File: src/rtl/core/assert_macros.svh
// Assertion macros shared by the RTL of this block.
// Each macro takes a label, the clock, the active-low reset and a property
// or an expression. In synthesis they expand to nothing.
`ifndef ASSERT_MACROS_SVH
`define ASSERT_MACROS_SVH

`ifndef SYNTHESIS

// Check a property on every rising edge outside reset.
`define ASSERT_PROP(label, clk, rst_n, prop) \
    label: assert property (@(posedge clk) disable iff (!rst_n) (prop)) \
        else $error("assertion failed");

// Check that an expression never holds outside reset.
`define ASSERT_NEVER(label, clk, rst_n, expr) \
    label: assert property (@(posedge clk) disable iff (!rst_n) !(expr)) \
        else $error("forbidden condition seen");

`else

`define ASSERT_PROP(label, clk, rst_n, prop)
`define ASSERT_NEVER(label, clk, rst_n, expr)

`endif

`endif

File: src/rtl/core/svgl_pkg.sv
package svgl_pkg;

    localparam int PAYLOAD_MAX_DEF = 8;
    localparam int QUEUE_DEPTH     = 2;

    localparam logic [7:0] HDR_BYTE = 8'h55;
    localparam logic [7:0] CMD_RUN  = 8'h06;
    localparam logic [7:0] CMD_DONE = 8'h08;
    localparam logic [7:0] RUN_LEN  = 8'h05;
    localparam logic [7:0] NO_GROUP = 8'hFF;
    localparam logic [7:0] DONE_LEN = 8'd5;
    localparam logic [7:0] MIN_LEN  = 8'd2;

    typedef enum logic [1:0] {
        REQ_BYTE     = 2'd0,
        REQ_START    = 2'd1,
        REQ_TICK     = 2'd2,
        REQ_LINE_ERR = 2'd3
    } t_req;

    typedef enum logic [1:0] {
        ST_OK      = 2'd0,
        ST_ARG     = 2'd1,
        ST_TIMEOUT = 2'd2
    } t_status;

    typedef enum logic {
        K_FRAME  = 1'b0,
        K_STATUS = 1'b1
    } t_kind;

    // One unit of work for the back end: a run frame or a status report.
    typedef struct packed {
        t_kind       kind;
        t_status     status;
        logic [7:0]  group;
        logic [15:0] run_count;
        logic [7:0]  fin_group;
    } t_cmd;

endpackage

File: src/rtl/core/servo_group_command_link.sv
// The first result beat of an input is offered once its command has been written
// into the queue and then loaded into the back end's command register.
// Throughput: one input beat per cycle while the command queue has room; the
// back end sends one result beat per cycle while the output is ready.
// Rate is set by the seven-beat run frame the back end serialises.
// Reset: synchronous, active low; clears parser, wait, queue, completed group 255.
module servo_group_command_link #(
    parameter int PAYLOAD_MAX = svgl_pkg::PAYLOAD_MAX_DEF
) (
    input  logic        i_clk,
    input  logic        i_rst_n,
    // input channel
    input  logic        i_in_valid,
    output logic        o_in_ready,
    input  logic [1:0]  i_req_type,
    input  logic [7:0]  i_rx_byte,
    input  logic [7:0]  i_group,
    input  logic [15:0] i_run_count,
    input  logic        i_wait_for_done,
    input  logic [31:0] i_timeout_ms,
    // result channel
    output logic        o_out_valid,
    input  logic        i_out_ready,
    output logic        o_result_kind,
    output logic [7:0]  o_tx_byte,
    output logic [1:0]  o_status,
    output logic [7:0]  o_finished_group,
    output logic        o_last
);

    // Front to queue: at most one command per accepted beat.
    logic           w_push_valid, w_push_ready;
    svgl_pkg::t_cmd w_push_data;
    // Queue to back end.
    logic           w_pop_valid, w_pop_ready;
    svgl_pkg::t_cmd w_pop_data;

    // Front: parse received bytes, keep the wait and timeout, classify each
    // beat into a run frame, a status report, or nothing.
    svgl_front #(
        .PAYLOAD_MAX (PAYLOAD_MAX)
    ) u_front (
        .i_clk           (i_clk),
        .i_rst_n         (i_rst_n),
        .i_in_valid      (i_in_valid),
        .o_in_ready      (o_in_ready),
        .i_req_type      (i_req_type),
        .i_rx_byte       (i_rx_byte),
        .i_group         (i_group),
        .i_run_count     (i_run_count),
        .i_wait_for_done (i_wait_for_done),
        .i_timeout_ms    (i_timeout_ms),
        .o_push_valid    (w_push_valid),
        .o_push_data     (w_push_data),
        .i_push_ready    (w_push_ready)
    );

    // Short queue: lets the front keep taking beats while a frame drains.
    svgl_cmdq u_cmdq (
        .i_clk        (i_clk),
        .i_rst_n      (i_rst_n),
        .i_push_valid (w_push_valid),
        .o_push_ready (w_push_ready),
        .i_push_data  (w_push_data),
        .o_pop_valid  (w_pop_valid),
        .i_pop_ready  (w_pop_ready),
        .o_pop_data   (w_pop_data)
    );

    // Back end: hold each command and advance through its result beats.
    svgl_back u_back (
        .i_clk            (i_clk),
        .i_rst_n          (i_rst_n),
        .i_pop_valid      (w_pop_valid),
        .o_pop_ready      (w_pop_ready),
        .i_pop_data       (w_pop_data),
        .o_out_valid      (o_out_valid),
        .i_out_ready      (i_out_ready),
        .o_result_kind    (o_result_kind),
        .o_tx_byte        (o_tx_byte),
        .o_status         (o_status),
        .o_finished_group (o_finished_group),
        .o_last           (o_last)
    );

endmodule

File: src/rtl/core/svgl_front.sv
`include "assert_macros.svh"

module svgl_front #(
    parameter int PAYLOAD_MAX = svgl_pkg::PAYLOAD_MAX_DEF
) (
    input  logic            i_clk,
    input  logic            i_rst_n,
    input  logic            i_in_valid,
    output logic            o_in_ready,
    input  logic [1:0]      i_req_type,
    input  logic [7:0]      i_rx_byte,
    input  logic [7:0]      i_group,
    input  logic [15:0]     i_run_count,
    input  logic            i_wait_for_done,
    input  logic [31:0]     i_timeout_ms,
    output logic            o_push_valid,
    output svgl_pkg::t_cmd  o_push_data,
    input  logic            i_push_ready
);

    localparam int IW = $clog2(PAYLOAD_MAX + 1);
    localparam int LW = $clog2(PAYLOAD_MAX + 2);
    localparam int CW = LW + 1;
    localparam logic [7:0] LEN_MAX = 8'(PAYLOAD_MAX + 1);

    typedef enum logic [3:0] {
        PH_HDR1 = 4'b0001,
        PH_HDR2 = 4'b0010,
        PH_LEN  = 4'b0100,
        PH_DATA = 4'b1000
    } t_phase;

    t_phase        r_phase, n_phase;
    logic [LW-1:0] r_len, n_len;
    logic [IW-1:0] r_idx, n_idx, w_idx_inc;
    logic [7:0]    r_cmd_b, n_cmd_b, r_grp_b, n_grp_b;
    logic [7:0]    r_done, n_done;
    logic          r_awaiting, n_awaiting;
    logic [7:0]    r_awaited, n_awaited;
    logic [31:0]   r_elapsed, n_elapsed, r_limit, n_limit;
    logic [31:0]   w_tick_cnt;
    logic          w_acc;
    logic          w_frame_end;
    logic          w_tmo_hit;
    svgl_pkg::t_req w_req;

    assign w_req      = svgl_pkg::t_req'(i_req_type);
    assign w_acc      = i_in_valid && i_push_ready;
    assign o_in_ready = i_push_ready;
    assign w_tick_cnt = r_elapsed + 32'd1;
    assign w_idx_inc  = r_idx + IW'(1);
    assign w_frame_end = ({{(CW - IW){1'b0}}, w_idx_inc} + CW'(1)) >= {1'b0, r_len};
    assign w_tmo_hit  = w_acc && (w_req == svgl_pkg::REQ_TICK) && r_awaiting
                        && (w_tick_cnt >= r_limit);

    always_comb begin
        n_phase    = r_phase;
        n_len      = r_len;
        n_idx      = r_idx;
        n_cmd_b    = r_cmd_b;
        n_grp_b    = r_grp_b;
        n_done     = r_done;
        n_awaiting = r_awaiting;
        n_awaited  = r_awaited;
        n_elapsed  = r_elapsed;
        n_limit    = r_limit;
        o_push_valid              = 1'b0;
        o_push_data.kind          = svgl_pkg::K_STATUS;
        o_push_data.status        = svgl_pkg::ST_OK;
        o_push_data.group         = i_group;
        o_push_data.run_count     = i_run_count;
        o_push_data.fin_group     = r_done;
        if (w_acc) begin
            unique case (w_req)
                svgl_pkg::REQ_START: begin
                    o_push_valid = 1'b1;
                    if (i_wait_for_done && (i_timeout_ms == 32'd0)) begin
                        o_push_data.status = svgl_pkg::ST_ARG;
                    end else begin
                        n_done     = svgl_pkg::NO_GROUP;
                        n_awaiting = i_wait_for_done;
                        n_awaited  = i_wait_for_done ? i_group : 8'd0;
                        n_elapsed  = 32'd0;
                        n_limit    = i_wait_for_done ? i_timeout_ms : 32'd0;
                        o_push_data.kind      = svgl_pkg::K_FRAME;
                        o_push_data.fin_group = svgl_pkg::NO_GROUP;
                    end
                end
                svgl_pkg::REQ_BYTE: begin
                    unique case (r_phase)
                        PH_HDR1: begin
                            if (i_rx_byte == svgl_pkg::HDR_BYTE) n_phase = PH_HDR2;
                        end
                        PH_HDR2: begin
                            n_phase = (i_rx_byte == svgl_pkg::HDR_BYTE) ? PH_LEN : PH_HDR1;
                        end
                        PH_LEN: begin
                            n_idx = '0;
                            if (i_rx_byte >= svgl_pkg::MIN_LEN && i_rx_byte <= LEN_MAX) begin
                                n_len   = i_rx_byte[LW-1:0];
                                n_phase = PH_DATA;
                            end else begin
                                n_len   = '0;
                                n_phase = PH_HDR1;
                            end
                        end
                        PH_DATA: begin
                            if (r_idx == IW'(0)) n_cmd_b = i_rx_byte;
                            if (r_idx == IW'(1)) n_grp_b = i_rx_byte;
                            n_idx = w_idx_inc;
                            if (w_frame_end) begin
                                if ({{(8 - LW){1'b0}}, r_len} == svgl_pkg::DONE_LEN
                                        && n_cmd_b == svgl_pkg::CMD_DONE) begin
                                    n_done = n_grp_b;
                                end
                                n_phase = PH_HDR1;
                                n_len   = '0;
                                n_idx   = '0;
                            end
                        end
                        default: begin
                            n_phase = PH_HDR1;
                            n_len   = '0;
                            n_idx   = '0;
                        end
                    endcase
                end
                svgl_pkg::REQ_LINE_ERR: begin
                    n_phase = PH_HDR1;
                    n_len   = '0;
                    n_idx   = '0;
                end
                svgl_pkg::REQ_TICK: begin
                end
            endcase
            if (w_req != svgl_pkg::REQ_START && r_awaiting) begin
                if (w_req == svgl_pkg::REQ_TICK) n_elapsed = w_tick_cnt;
                if (w_req == svgl_pkg::REQ_TICK && w_tick_cnt >= r_limit) begin
                    n_awaiting            = 1'b0;
                    o_push_valid          = 1'b1;
                    o_push_data.status    = svgl_pkg::ST_TIMEOUT;
                    o_push_data.fin_group = n_done;
                end else if (n_done == r_awaited) begin
                    n_awaiting            = 1'b0;
                    o_push_valid          = 1'b1;
                    o_push_data.fin_group = n_done;
                end
            end
        end
    end

    always_ff @(posedge i_clk) begin
        if (!i_rst_n) begin
            r_phase    <= PH_HDR1;
            r_len      <= '0;
            r_idx      <= '0;
            r_done     <= svgl_pkg::NO_GROUP;
            r_awaiting <= 1'b0;
            r_awaited  <= 8'd0;
            r_elapsed  <= 32'd0;
            r_limit    <= 32'd0;
        end else begin
            r_phase    <= n_phase;
            r_len      <= n_len;
            r_idx      <= n_idx;
            r_done     <= n_done;
            r_awaiting <= n_awaiting;
            r_awaited  <= n_awaited;
            r_elapsed  <= n_elapsed;
            r_limit    <= n_limit;
        end
    end

    // Command and group bytes of the current frame: no reset needed.
    always_ff @(posedge i_clk) begin
        r_cmd_b <= n_cmd_b;
        r_grp_b <= n_grp_b;
    end

    `ASSERT_PROP(a_tick_timeout_ends_wait, i_clk, i_rst_n, w_tmo_hit |=> !r_awaiting)
    `ASSERT_NEVER(a_push_without_beat, i_clk, i_rst_n, o_push_valid && !w_acc)

endmodule

File: src/rtl/core/svgl_cmdq.sv
`include "assert_macros.svh"

module svgl_cmdq (
    input  logic            i_clk,
    input  logic            i_rst_n,
    input  logic            i_push_valid,
    output logic            o_push_ready,
    input  svgl_pkg::t_cmd  i_push_data,
    output logic            o_pop_valid,
    input  logic            i_pop_ready,
    output svgl_pkg::t_cmd  o_pop_data
);

    localparam int DEPTH = svgl_pkg::QUEUE_DEPTH;
    localparam int PW    = (DEPTH > 1) ? $clog2(DEPTH) : 1;
    localparam int NW    = $clog2(DEPTH + 1);

    svgl_pkg::t_cmd r_mem [DEPTH];
    logic [PW-1:0]  r_wr, r_rd;
    logic [NW-1:0]  r_count;
    logic           w_push, w_pop;

    assign o_push_ready = (r_count != NW'(DEPTH));
    assign o_pop_valid  = (r_count != NW'(0));
    assign o_pop_data   = r_mem[r_rd];
    assign w_push       = i_push_valid && o_push_ready;
    assign w_pop        = o_pop_valid && i_pop_ready;

    always_ff @(posedge i_clk) begin
        if (!i_rst_n) begin
            r_wr    <= '0;
            r_rd    <= '0;
            r_count <= '0;
        end else begin
            if (w_push) r_wr <= (r_wr == PW'(DEPTH - 1)) ? '0 : r_wr + PW'(1);
            if (w_pop)  r_rd <= (r_rd == PW'(DEPTH - 1)) ? '0 : r_rd + PW'(1);
            if (w_push && !w_pop)      r_count <= r_count + NW'(1);
            else if (w_pop && !w_push) r_count <= r_count - NW'(1);
        end
    end

    always_ff @(posedge i_clk) begin
        if (w_push) r_mem[r_wr] <= i_push_data;
    end

    `ASSERT_NEVER(a_count_over_depth, i_clk, i_rst_n, r_count > NW'(DEPTH))
    `ASSERT_PROP(a_pop_follows_push, i_clk, i_rst_n, w_push && r_count == NW'(0) |=> o_pop_valid)

endmodule

File: src/rtl/core/svgl_back.sv
`include "assert_macros.svh"

module svgl_back (
    input  logic            i_clk,
    input  logic            i_rst_n,
    input  logic            i_pop_valid,
    output logic            o_pop_ready,
    input  svgl_pkg::t_cmd  i_pop_data,
    output logic            o_out_valid,
    input  logic            i_out_ready,
    output logic            o_result_kind,
    output logic [7:0]      o_tx_byte,
    output logic [1:0]      o_status,
    output logic [7:0]      o_finished_group,
    output logic            o_last
);

    localparam logic [2:0] B_HDR1 = 3'd0;
    localparam logic [2:0] B_HDR2 = 3'd1;
    localparam logic [2:0] B_LEN  = 3'd2;
    localparam logic [2:0] B_CMD  = 3'd3;
    localparam logic [2:0] B_GRP  = 3'd4;
    localparam logic [2:0] B_REPL = 3'd5;
    localparam logic [2:0] B_REPH = 3'd6;

    logic           r_busy;
    logic [2:0]     r_idx;
    svgl_pkg::t_cmd r_cmd;
    logic           w_is_status;
    logic           w_beat_last;
    logic [7:0]     w_frame_byte;

    assign w_is_status = (r_cmd.kind == svgl_pkg::K_STATUS);
    assign w_beat_last = w_is_status || (r_idx == B_REPH);
    assign o_pop_ready = !r_busy || (i_out_ready && w_beat_last);

    always_comb begin
        unique case (r_idx)
            B_HDR1:  w_frame_byte = svgl_pkg::HDR_BYTE;
            B_HDR2:  w_frame_byte = svgl_pkg::HDR_BYTE;
            B_LEN:   w_frame_byte = svgl_pkg::RUN_LEN;
            B_CMD:   w_frame_byte = svgl_pkg::CMD_RUN;
            B_GRP:   w_frame_byte = r_cmd.group;
            B_REPL:  w_frame_byte = r_cmd.run_count[7:0];
            B_REPH:  w_frame_byte = r_cmd.run_count[15:8];
            default: w_frame_byte = 8'd0;
        endcase
    end

    assign o_out_valid      = r_busy;
    assign o_result_kind    = r_cmd.kind;
    assign o_tx_byte        = w_is_status ? 8'd0 : w_frame_byte;
    assign o_status         = w_is_status ? r_cmd.status : svgl_pkg::ST_OK;
    assign o_finished_group = r_cmd.fin_group;
    assign o_last           = w_beat_last;

    always_ff @(posedge i_clk) begin
        if (!i_rst_n) begin
            r_busy <= 1'b0;
            r_idx  <= B_HDR1;
        end else if (o_pop_ready) begin
            r_busy <= i_pop_valid;
            r_idx  <= B_HDR1;
        end else if (i_out_ready) begin
            r_idx  <= r_idx + 3'd1;
        end
    end

    always_ff @(posedge i_clk) begin
        if (o_pop_ready && i_pop_valid) r_cmd <= i_pop_data;
    end

    `ASSERT_PROP(a_status_single_beat, i_clk, i_rst_n, r_busy && w_is_status |-> o_last)
    `ASSERT_NEVER(a_idx_past_frame, i_clk, i_rst_n, r_busy && r_idx > B_REPH)

endmodule
File: config.mk
export PLATFORM = sky130hd
export DESIGN_NAME = servo_group_command_link
export DESIGN_NICKNAME = d
export VERILOG_FILES = /design/src/rtl/core/svgl_pkg.sv /design/src/rtl/core/servo_group_command_link.sv /design/src/rtl/core/svgl_front.sv /design/src/rtl/core/svgl_cmdq.sv /design/src/rtl/core/svgl_back.sv
export VERILOG_INCLUDE_DIRS = /design/src /design/src/rtl/core
export SDC_FILE = /design/constraint.sdc
export NUM_CORES = 1
export LEC_CHECK = 0
export BUFFER_PORTS_ARGS = -buffer_cell sky130_fd_sc_hd__buf_4
export CAP_MARGIN = 20
export CORE_ASPECT_RATIO = 1.1
export CORE_MARGIN = 2
export CORE_UTILIZATION = 30
export DETAILED_ROUTE_END_ITERATION = 16
export PLACE_DENSITY = 0.49
export SLEW_MARGIN = 20
export SYNTH_ARGS = -nofsm -noshare
export SYNTH_HDL_FRONTEND = slang
export SYNTH_SLANG_ARGS = --single-unit
File: constraint.sdc
create_clock -name i_clk -period 9.6 [get_ports i_clk]
set_clock_uncertainty 0.2 [all_clocks]
set_input_delay 1.92 -clock i_clk [delete_from_list [all_inputs] [get_ports i_clk]]
set_output_delay 1.92 -clock i_clk [all_outputs]
set_load 0.05 [all_outputs]
# After elaboration in Yosys (flattened, before gate mapping)
# Memories as Yosys holds them, arrays and structs flattened. A register that Yosys moved wholly into a read port is not among the register bits.
# Cells that the tools add are included.
[word_totals] wordCells=144 ramBits=70 mem_count=1 reg_bits=117 out_inout_bits=22
[memory_table] memory="u_cmdq.r_mem" words=2 word_bits=35 read_ports=1 rd_ports_with_merged_regs=1 write_ports=1 line_no="svgl_cmdq.sv:18" source="svgl_pkg::t_cmd r_mem [DEPTH];"
[op_classes] order_cmp=4 add_sub_neg=8 n_eq_ne=23 n_bitwise=2 reduce_logical=31 n_mux=60
[ops] cell="$mux 32" n=5
[ops] cell="$mux 8" n=17
[ops] cell="$pmux 8 s6" n=1
[ops] cell="$add 32x1->32 const B" n=1
[ops] cell="$ge 32x32->1" n=1
[ops] cell="$logic_not 32->1" n=1
[ops] cell="$pmux 4 s2" n=4
[ops] cell="$mux 4" n=6
[ops] cell="$mux 1" n=16
[ops] cell="$pmux 4 s4" n=1
[ops] cell="$pmux 8 s2" n=1
[ops] cell="$pmux 4 s3" n=1
[ops] cell="$logic_and 1x1->1" n=11
[ops] cell="$mux 2" n=5
[ops] cell="$eq 3x3->1 const B" n=3
[ops] cell="$mux 3" n=3
[ops] cell="$reduce_and 3->1" n=3
[ops] cell="$eq 4x1->1 const B" n=2
[ops] cell="$eq 4x3->1 const B" n=2
[ops] cell="$eq 8x4->1 const B" n=1
[ops] cell="$eq 8x7->1 const B" n=1
[ops] cell="$eq 8x8->1" n=1
[ops] cell="$ge 8x2->1 const B" n=1
[ops] cell="$le 8x4->1 const B" n=1
[ops] cell="25 further kinds" n=39

# Longest topological paths before layout
# Gate-level depths: netlist of the first run.
[logic_depth] depth_word=22 ltp_mapped=23 ltp_nobuf=22

# Hierarchy
# From an unflattened synthesis of the first run, not the netlist that was laid out.
[unflattened] cells_unflattened=1087 area_unflattened_um2=11342.1
[by_module_without_submodules] mod="svgl_front" area_per_inst_um2=7000.5 instances=1 cells_each=851 seq_area_each_um2=2342.2
[by_module_without_submodules] mod="svgl_cmdq" area_per_inst_um2=2758.9 instances=1 cells_each=133 seq_area_each_um2=2202.1
[by_module_without_submodules] mod="svgl_back" area_per_inst_um2=1582.8 instances=1 cells_each=103 seq_area_each_um2=1131.1

# Worst setup path before layout of the first run
# OpenSTA, ideal clock, no wires.
[synth_path] kind="input port to flip-flop" start="input port i_rx_byte[1]" end="memory u_cmdq.r_mem[0][0] (netlist name) (enable)" setup_slack_ps=3370 n_path_buf=0 path_stages=10 required_ps=8973 arrival_time_ps=5603 setup_time_ps=427 path_cell_list="nor2_1 nand4b_2 a211o_1 nor3_4 a221oi_4 xnor2_1 or4_1 nor4_1 o21ai_1 nor2_1"
[synth_via] elab_chain_cells=19 word_cells_on_any_way=20 classes_between="eq/ne (2); mux (16); reduce/logical (2)"
[synth_lines] element="start, declared" line_no="servo_group_command_link.sv:16" source="input logic [7:0] i_rx_byte,"
[synth_lines] element="$mux 8" line_no="svgl_front.sv:108" source="if (r_idx == IW'(0)) n_cmd_b = i_rx_byte;"
[synth_lines] element="$mux 8" line_no="svgl_front.sv:90" source="unique case (r_phase)"
[synth_lines] element="$mux 8" line_no="svgl_front.sv:74" source="unique case (w_req)"
[synth_lines] element="$mux 8" line_no="svgl_front.sv:73" source="if (w_acc) begin"
[synth_lines] element="$eq 8x4->1" line_no="svgl_front.sv:113" source="&& n_cmd_b == svgl_pkg::CMD_DONE) begin"
[synth_lines] element="$logic_and 1x1->1" line_no="svgl_front.sv:113"
[synth_lines] element="$mux 8 (*)" line_no="svgl_front.sv:112" source="if ({{(8 - LW){1'b0}}, r_len} == svgl_pkg::DONE_LEN"
[synth_lines] element="$mux 8 (*)" line_no="svgl_front.sv:111" source="if (w_frame_end) begin"
[synth_lines] element="[3 not listed]"
[synth_lines] element="$eq 8x8->1 (*)" line_no="svgl_front.sv:143" source="end else if (n_done == r_awaited) begin"
[synth_lines] element="$mux 1 (*)" line_no="svgl_front.sv:143"
[synth_lines] element="$mux 1 (*)" line_no="svgl_front.sv:138" source="if (w_req == svgl_pkg::REQ_TICK && w_tick_cnt >= r_limit) begin"
[synth_lines] element="$mux 1 (*)" line_no="svgl_front.sv:136" source="if (w_req != svgl_pkg::REQ_START && r_awaiting) begin"
[synth_lines] element="$mux 1 (*)" line_no="svgl_front.sv:73"
[synth_lines] element="$logic_and 1x1->1 (*)" line_no="svgl_cmdq.sv:26" source="assign w_push = i_push_valid && o_push_ready;"
[synth_lines] element="$mux 1 (*)" line_no="svgl_cmdq.sv:43" source="if (w_push) r_mem[r_wr] <= i_push_data;"
[synth_lines] element="$mux 1 (not written as such) (*)" line_no="svgl_cmdq.sv:43"
[synth_lines] element="end, declared" line_no="svgl_cmdq.sv:18"
# Every way passes the cells marked *; elsewhere a longest branch is shown, timed or not. The select of a mux whose other input is x is not followed.

# Final worst setup path of the first run
[layout_path] start="register u_front.r_elapsed[0]" end="register u_cmdq.r_count[1]"
[layout_via] elab_chain_cells=10 word_cells_on_any_way=12 classes_between="add/sub (1); order compare (1); mux (4); reduce/logical (6)"
[layout_lines] element="start, declared" line_no="svgl_front.sv:40" source="logic [31:0] r_elapsed, n_elapsed, r_limit, n_limit;"
[layout_lines] element="start signal, assigned" line_no="svgl_front.sv:169" source="r_elapsed <= n_elapsed;"
[layout_lines] element="$add 32x1->32 (*)" line_no="svgl_front.sv:50" source="assign w_tick_cnt = r_elapsed + 32'd1;"
[layout_lines] element="$ge 32x32->1 (*)"
[layout_lines] element="$logic_and 1x1->1 (*)" line_no="svgl_front.sv:138"
[layout_lines] element="$mux 1 (*)" line_no="svgl_front.sv:138"
[layout_lines] element="$mux 1 (*)" line_no="svgl_front.sv:136"
[layout_lines] element="$mux 1 (*)" line_no="svgl_front.sv:73"
[layout_lines] element="$logic_and 1x1->1 (*)" line_no="svgl_cmdq.sv:26"
[layout_lines] element="named net u_cmdq.w_push" line_no="svgl_cmdq.sv:21" source="logic w_push, w_pop;"
[layout_lines] element="$logic_not 1->1" line_no="svgl_cmdq.sv:38" source="else if (w_pop && !w_push) r_count <= r_count - NW'(1);"
[layout_lines] element="$logic_and 1x1->1" line_no="svgl_cmdq.sv:38"
[layout_lines] element="$reduce_bool 2->1 (no source line)"
[layout_lines] element="end signal, assigned" line_no="svgl_cmdq.sv:37" source="if (w_push && !w_pop) r_count <= r_count + NW'(1);"
[layout_lines] element="end signal, assigned" line_no="svgl_cmdq.sv:38"
[layout_lines] element="end, declared" line_no="svgl_cmdq.sv:20" source="logic [NW-1:0] r_count;"
# The timed path passes the listed nets; every way through them passes the cells marked *.
# A chain may end at the register's enable or synchronous reset.

==> results of run 1 <==
==> cells by family (layout without fill, tap and decap cells) <==
family                     Yosys count  count (layout)  share of synthesized area
and+or+nand+nor                    381             381                      0.169
muxes                               65              65                     0.0646
xor gates and xnor gates            44              44                     0.0349
DFF                                222             222                      0.512
AOI/OAI and AO/OA                  207             207                      0.120
adders and majority gates           51              51                     0.0578
buffers and inverters              113             208                     0.0414
==> state kept, by name (all words and copies together) (netlist names), 2 cells and up <==
register,flops
u_front.r_limit,32
u_front.r_idx,4
u_back.r_cmd,26
u_front.r_cmd_b,8
u_cmdq.r_mem,70
u_front.r_elapsed,32
u_back.o_finished_group,8
u_front.r_len,4
u_front.r_grp_b,8
u_front.r_done,8
u_front.r_awaited,8
u_back.r_idx,3
u_front.r_phase,4
u_cmdq.r_count,2
==> power by group <==
group / total (mW) / internal [mW] / switching (mW)
sequential: 1.16 / 1.12 / 0.0443
combinational: 0.483 / 0.174 / 0.309
clock: 1.02 / 0.629 / 0.389
total: 2.66 / 1.92 / 0.742
==> path summary, 6_finish.rpt <==
path	start	endpoint	slack, ps	depth (start not counted)
hold / removal	u_front.r_limit[9]$_SDFFE_PN0P_	u_front.r_limit[9]$_SDFFE_PN0P_	250	2
setup reg to reg	u_front.r_elapsed[0]$_SDFFE_PN0P_	u_cmdq.r_count[1]$_SDFFE_PN0P_	3720	22
setup / recovery	u_front.r_elapsed[0]$_SDFFE_PN0P_	u_cmdq.r_count[1]$_SDFFE_PN0P_	3720	22
hold reg to reg	u_front.r_limit[9]$_SDFFE_PN0P_	u_front.r_limit[9]$_SDFFE_PN0P_	250	2
==> stage by stage <==
step           hold WS [ps]  std cells  utilization  instance area, um2  total power, mW
3_3_place_gp            240       1613        0.336               12200             1.66
4_1_cts                 254       1661        0.361               13100             2.69
5_1_grt                 274       1665        0.363               13200             2.79
6_report                252       1665        0.363               13200             2.66
3_5_place_dp            246       1613        0.336               12200             1.66
2_1_floorplan           232       1083            -               11000             1.51
==> metal layers <==
metal | part of all wire | track usage
met1 | 0.47 | 0.188
met2 | 0.47 | 0.232
met3 | 0.045 | 0.0184
met4 | 0.021 | 0.0380
met5 | 0 | 0
==> synth_stat cells (11+ instances only) <==
cell,instances
a21o_1,22
a21oi_1,97
and3_1,14
clkbuf_1,44
dfxtp_1,101
edfxtp_1,121
ha_1,51
inv_1,53
mux2_2,50
mux2i_1,15
nand2_1,100
nand3_1,73
nand4_1,14
nor2_1,89
nor3_1,24
o21ai_0,29
or3_1,11
xnor2_1,28
xor2_1,16
==> critical path: cells and delay by family (launching register included) <==
family | cells | cell delay, ps
AO/OA/AOI/OAI | 9 | 1720
adder cells (fa/ha/maj) | 3 | 770
flip-flops | 1 | 410
XOR/XNOR | 1 | 180
AND/OR/NAND/NOR | 7 | 2200
buffers and inverters | 2 | 330
==> layout make-up <==
class                   instances  area (um2)  share of cell area
inverters                      54         203              0.0154
repair buffers                106         841              0.0639
multi-input cells             748        4960               0.377
flip-flops and latches        222        5660               0.430
well taps                     487         609              0.0463
clock inverters                12         169              0.0128
clock buffers                  36         718              0.0546
==> results_dict.tcl, run 1 <==
set metrics [dict create \
    required_ps 9860 \
    finalCritPeriodShare 0.612 \
    critPathLaunchType "flip-flop" \
    grt-ovfl-total 0 \
    yosysTopAreaCell "edfxtp_1" \
    ys_types 62 \
    drt-vias-per-instance 4.88 \
    status "finished clean" \
    nFillCells 3665 \
    crit_type "reg2reg" \
    tightest_slew_ps 874 \
    avgSynthCellArea_um2 10.2 \
    worst_path_largest_cell_delay_ps 620 \
    fin_nets 1280 \
    dpl_worst_slack_ps 2900 \
    cts_root_buf "clkbuf_16" \
    cts_sinks 222 \
    path_clk_slew_ps 60 \
    vdd_drop_max_mv 0.120 \
    netlist_instances 1083 \
    dieArea_um2 38400 \
    first_pass_iters 5 \
    post_cts_buffers 0 \
    slew_headroom 0.414 \
    synth_edf_count 121 \
    die_w_um 187 \
    ioPinCount 93 \
    cp_slowest_cell "nor3_1" \
    detail_route.wl_per_cell_um 16.0 \
    first_iter_violations 491 \
    grt_pass1_vias 8116 \
    finalSetupViolCount 0 \
    placement.io_buffers 92 \
    htree_levels 1 \
    netlist_area_um2 11000 \
    rsz0062_at_grt "false" \
    synth_seq_area_share 0.512 \
    antenna_cells 0 \
    tns_ps 0 \
    wl_um 26600 \
    arrival_ps 6140 \
    layout-drive-gt1-share 0.181 \
    hp-class "reg2reg" \
    antenna_found_initial 0 \
    p_leak_nw 4.69 \
    ys_warn_count 0 \
    ys_ff_latch 222 \
    crit_chain "ha_1 -> nand3_1 -> nor3_1 -> and3_1 -> and3_1 -> nand3_1 -> xnor2_1 -> ha_1 -> a21o_1 -> a21o_1 -> a21oi_1 -> o21ai_0 -> nand3_1 -> a21boi_0 -> a2111oi_1 -> buf_4 -> o21ai_0 -> o21ai_1 -> inv_1 -> ha_1 -> or3_1 -> a21oi_1" \
    yosysTopAreaCellShare 0.329 \
    cp_max_fo 6 \
    syn_nets 1205 \
    gp_congestion 0.822 \
    maxSlewViolCount 0 \
    final_hold_viol_count 0 \
    start_util 0.305 \
    grt_use_total 0.138 \
    drtAntennaViolNets 0 \
    row_count 73 \
    final_common_cell "edfxtp_1" \
    chipHeight_um 205 \
    insertion_delay_ps 540 \
    clk_path_buf_depth 3 \
    cts_made_buffers 26 \
    synth.area.top_cells "edfxtp_1 33%, dfxtp_1 18%, ha_1 5.8%, mux2_2 5.1%, a21oi_1 4.4%" \
    hpwl_um 18600 \
    ys.flop_type "edfxtp_1" \
    drv_cap 0 \
    clock.fmax_ghz 0.170 \
    num_vias 8125 \
    final_cell_mix "121 x edfxtp_1, 102 x buf_4, 101 x dfxtp_1" \
    drc_errors 0 \
    cts_tree "built" \
    core_um2 36300 \
    grt_pass1_wl_um 43400 \
    end_kind "flip-flop" \
    post_cts_resized 0 \
    syn_to_final_growth_pct 19.2 \
    synth-async-reset-ratio 0 \
    grt_start_max_net_pins 53 \
    fin_ws_ps 3720 \
    postCtsHoldBufs 0 \
    period_minus_slack_ps 5880 \
    power.density_nw_per_um2 202 \
]
Power figures use the tool's default switching activity.
==> run 2, diff against run 1 <==
--- a/config.mk
+++ b/config.mk
@@ -12,7 +12,7 @@
 export CORE_MARGIN = 2
 export CORE_UTILIZATION = 30
 export DETAILED_ROUTE_END_ITERATION = 16
-export PLACE_DENSITY = 0.49
+export PLACE_DENSITY = 0.5
 export SLEW_MARGIN = 20
 export SYNTH_ARGS = -nofsm -noshare
 export SYNTH_HDL_FRONTEND = slang
==> constraint.sdc (replaced) <==
create_clock -name i_clk -period 5.1 [get_ports i_clk]
set_clock_uncertainty 0.2 [all_clocks]
set_input_delay 1.02 -clock i_clk [delete_from_list [all_inputs] [get_ports i_clk]]
set_output_delay 1.02 -clock i_clk [all_outputs]
set_load 0.05 [all_outputs]
==> results_dict.tcl, run 2 (synthesis gave the netlist of run 1 again) <==
set metrics [dict create \
    placed_cells 1631 \
    crit_chain "inv_1 -> ha_1 -> xnor2_1 -> ha_1 -> nand2_1 -> o21ai_0 -> a221o_1 -> nand3_4 -> a221oi_4 -> xnor2_1 -> or4_1 -> nor4_2 -> o21ai_1 -> inv_1 -> ha_1 -> or3_1 -> a21oi_1" \
    post_cts_resized 0 \
    r2r_slack_ps 380 \
    drt-vias-per-instance 4.84 \
    reg2reg_from "u_front.r_idx[0]$_SDFFE_PN0P_" \
    core_um2 36300 \
    crit_path_end "u_cmdq.r_count[1]$_SDFFE_PN0P_" \
    grt_start_max_net_pins 56 \
    post-route-util 0.369 \
    final_cell_mix "121 x edfxtp_1, 115 x buf_4, 100 x nand2_1, 100 x dfxtp_1, 97 x a21oi_1" \
    cts_made_buffers 27 \
    cts_root_buf "clkbuf_16" \
    cpMostUsedCell "ha_1" \
    status "finished clean" \
    final_common_cell "edfxtp_1" \
    finalCritPeriodShare 0.926 \
    antenna_found_initial 1 \
    arrival_ps 4970 \
    required_ps 5350 \
    final_area_um2 13400 \
    hold_ws_ps 249 \
    worst_path_largest_cell_delay_ps 500 \
    hp-class "reg2reg" \
    p_leak_nw 4.80 \
    grt_pass1_wl_um 43300 \
    num_vias 8135 \
    cp-startpoint "u_front.r_idx[0]$_SDFFE_PN0P_" \
    tns_ps 0 \
    ioPinCount 93 \
    final_hold_viol_count 0 \
    first_pass_iters 5 \
    placement.io_buffers 92 \
    power.density_nw_per_um2 385 \
    largest_reg_flops 70 \
    cp_max_fo 7 \
    dieArea_um2 38400 \
    slew_headroom 0.327 \
    rsz0062_at_grt "false" \
    hpwl_um 18700 \
    drc_errors 0 \
    path_clk_slew_ps 60 \
    detail_route.wl_per_cell_um 16.0 \
    end_kind "flip-flop" \
    grt_use_total 0.140 \
    drtAntennaViolNets 0 \
    postCtsHoldBufs 0 \
    finalSetupViolCount 0 \
    tightest_slew_ps 1010 \
    grt-ovfl-total 0 \
    drv_cap 0 \
    nFillCells 3674 \
    finalPower_mw 5.15 \
    stdcell_count 1681 \
    cts_tree "built" \
    clock.fmax_ghz 0.212 \
    die_w_um 187 \
    critPathLaunchType "flip-flop" \
    largest-register "u_cmdq.r_mem" \
    htree_levels 1 \
    cts_sinks 222 \
    dpl_worst_slack_ps 179 \
    layout-drive-gt1-share 0.200 \
    clk_path_buf_depth 3 \
    crit_type "reg2reg" \
    fin_ws_ps 377 \
    reg2regPathDepth 17 \
    chipHeight_um 205 \
    post_cts_buffers 0 \
    row_count 73 \
    reg_top3 "u_cmdq.r_mem (70), u_front.r_elapsed (32), u_front.r_limit (32)" \
    place_area_um2 12400 \
    start_util 0.305 \
    grt_pass1_vias 8097 \
    maxSlewViolCount 0 \
    insertion_delay_ps 530 \
    syn_to_final_growth_pct 21.2 \
    vdd_drop_max_mv 0.255 \
    cp_slowest_cell "or4_1" \
    fin_nets 1295 \
    gp_congestion 0.812 \
    first_iter_violations 467 \
    wl_um 26900 \
    period_minus_slack_ps 4720 \
    rr_endpoint "u_cmdq.r_count[1]$_SDFFE_PN0P_" \
]
==> run 2: worst min path at each step <==
stage	endpoint	startpoint	cells after the start	slack (ps)
floorplan	u_front.r_awaited[4]$_SDFFE_PN0P_	u_front.r_awaited[4]$_SDFFE_PN0P_	2	230
global placement	u_front.r_limit[19]$_SDFFE_PN0P_	u_front.r_limit[19]$_SDFFE_PN0P_	2	240
detailed placement	u_front.r_limit[14]$_SDFFE_PN0P_	u_front.r_limit[14]$_SDFFE_PN0P_	2	250
CTS	u_front.r_limit[1]$_SDFFE_PN0P_	u_front.r_limit[1]$_SDFFE_PN0P_	2	250
global route	u_front.r_limit[10]$_SDFFE_PN0P_	u_front.r_limit[10]$_SDFFE_PN0P_	2	270
finish	u_front.r_limit[14]$_SDFFE_PN0P_	u_front.r_limit[14]$_SDFFE_PN0P_	2	250
==> run 2: cell type report <==
type	count	area, um2	share of cell area
flip-flops and latches	222	5660	0.423
multi-input cells	748	5000	0.374
repair buffers	120	963	0.0720
clock buffers	30	687	0.0513
well taps	487	609	0.0455
clock inverters	19	260	0.0194
inverters	54	203	0.0151
diodes	1	2.50	0.000187
==> run 2: critical path: cells and delay by family (launching register included) <==
family / cells / cell delay (ps)
xor+xnor: 2 / 260
fa+ha+maj: 3 / 860
flops: 1 / 450
compound gates: 5 / 1250
simple gates: 5 / 1420
buf+inv: 2 / 210
==> run 2: where the power goes <==
part | total [mW] | internal (mW) | leakage [nW] | switching (mW)
Clock | 2.05 | 1.28 | 0.465 | 0.770
Combinational | 0.916 | 0.330 | 2.45 | 0.586
Sequential | 2.19 | 2.11 | 1.89 | 0.0859
==> run 2: layer usage <==
metal,wire length [um],global-route usage
met1,12700,0.188
met2,12500,0.233
met3,1170,0.0200
met4,530,0.0408
met5,0,0
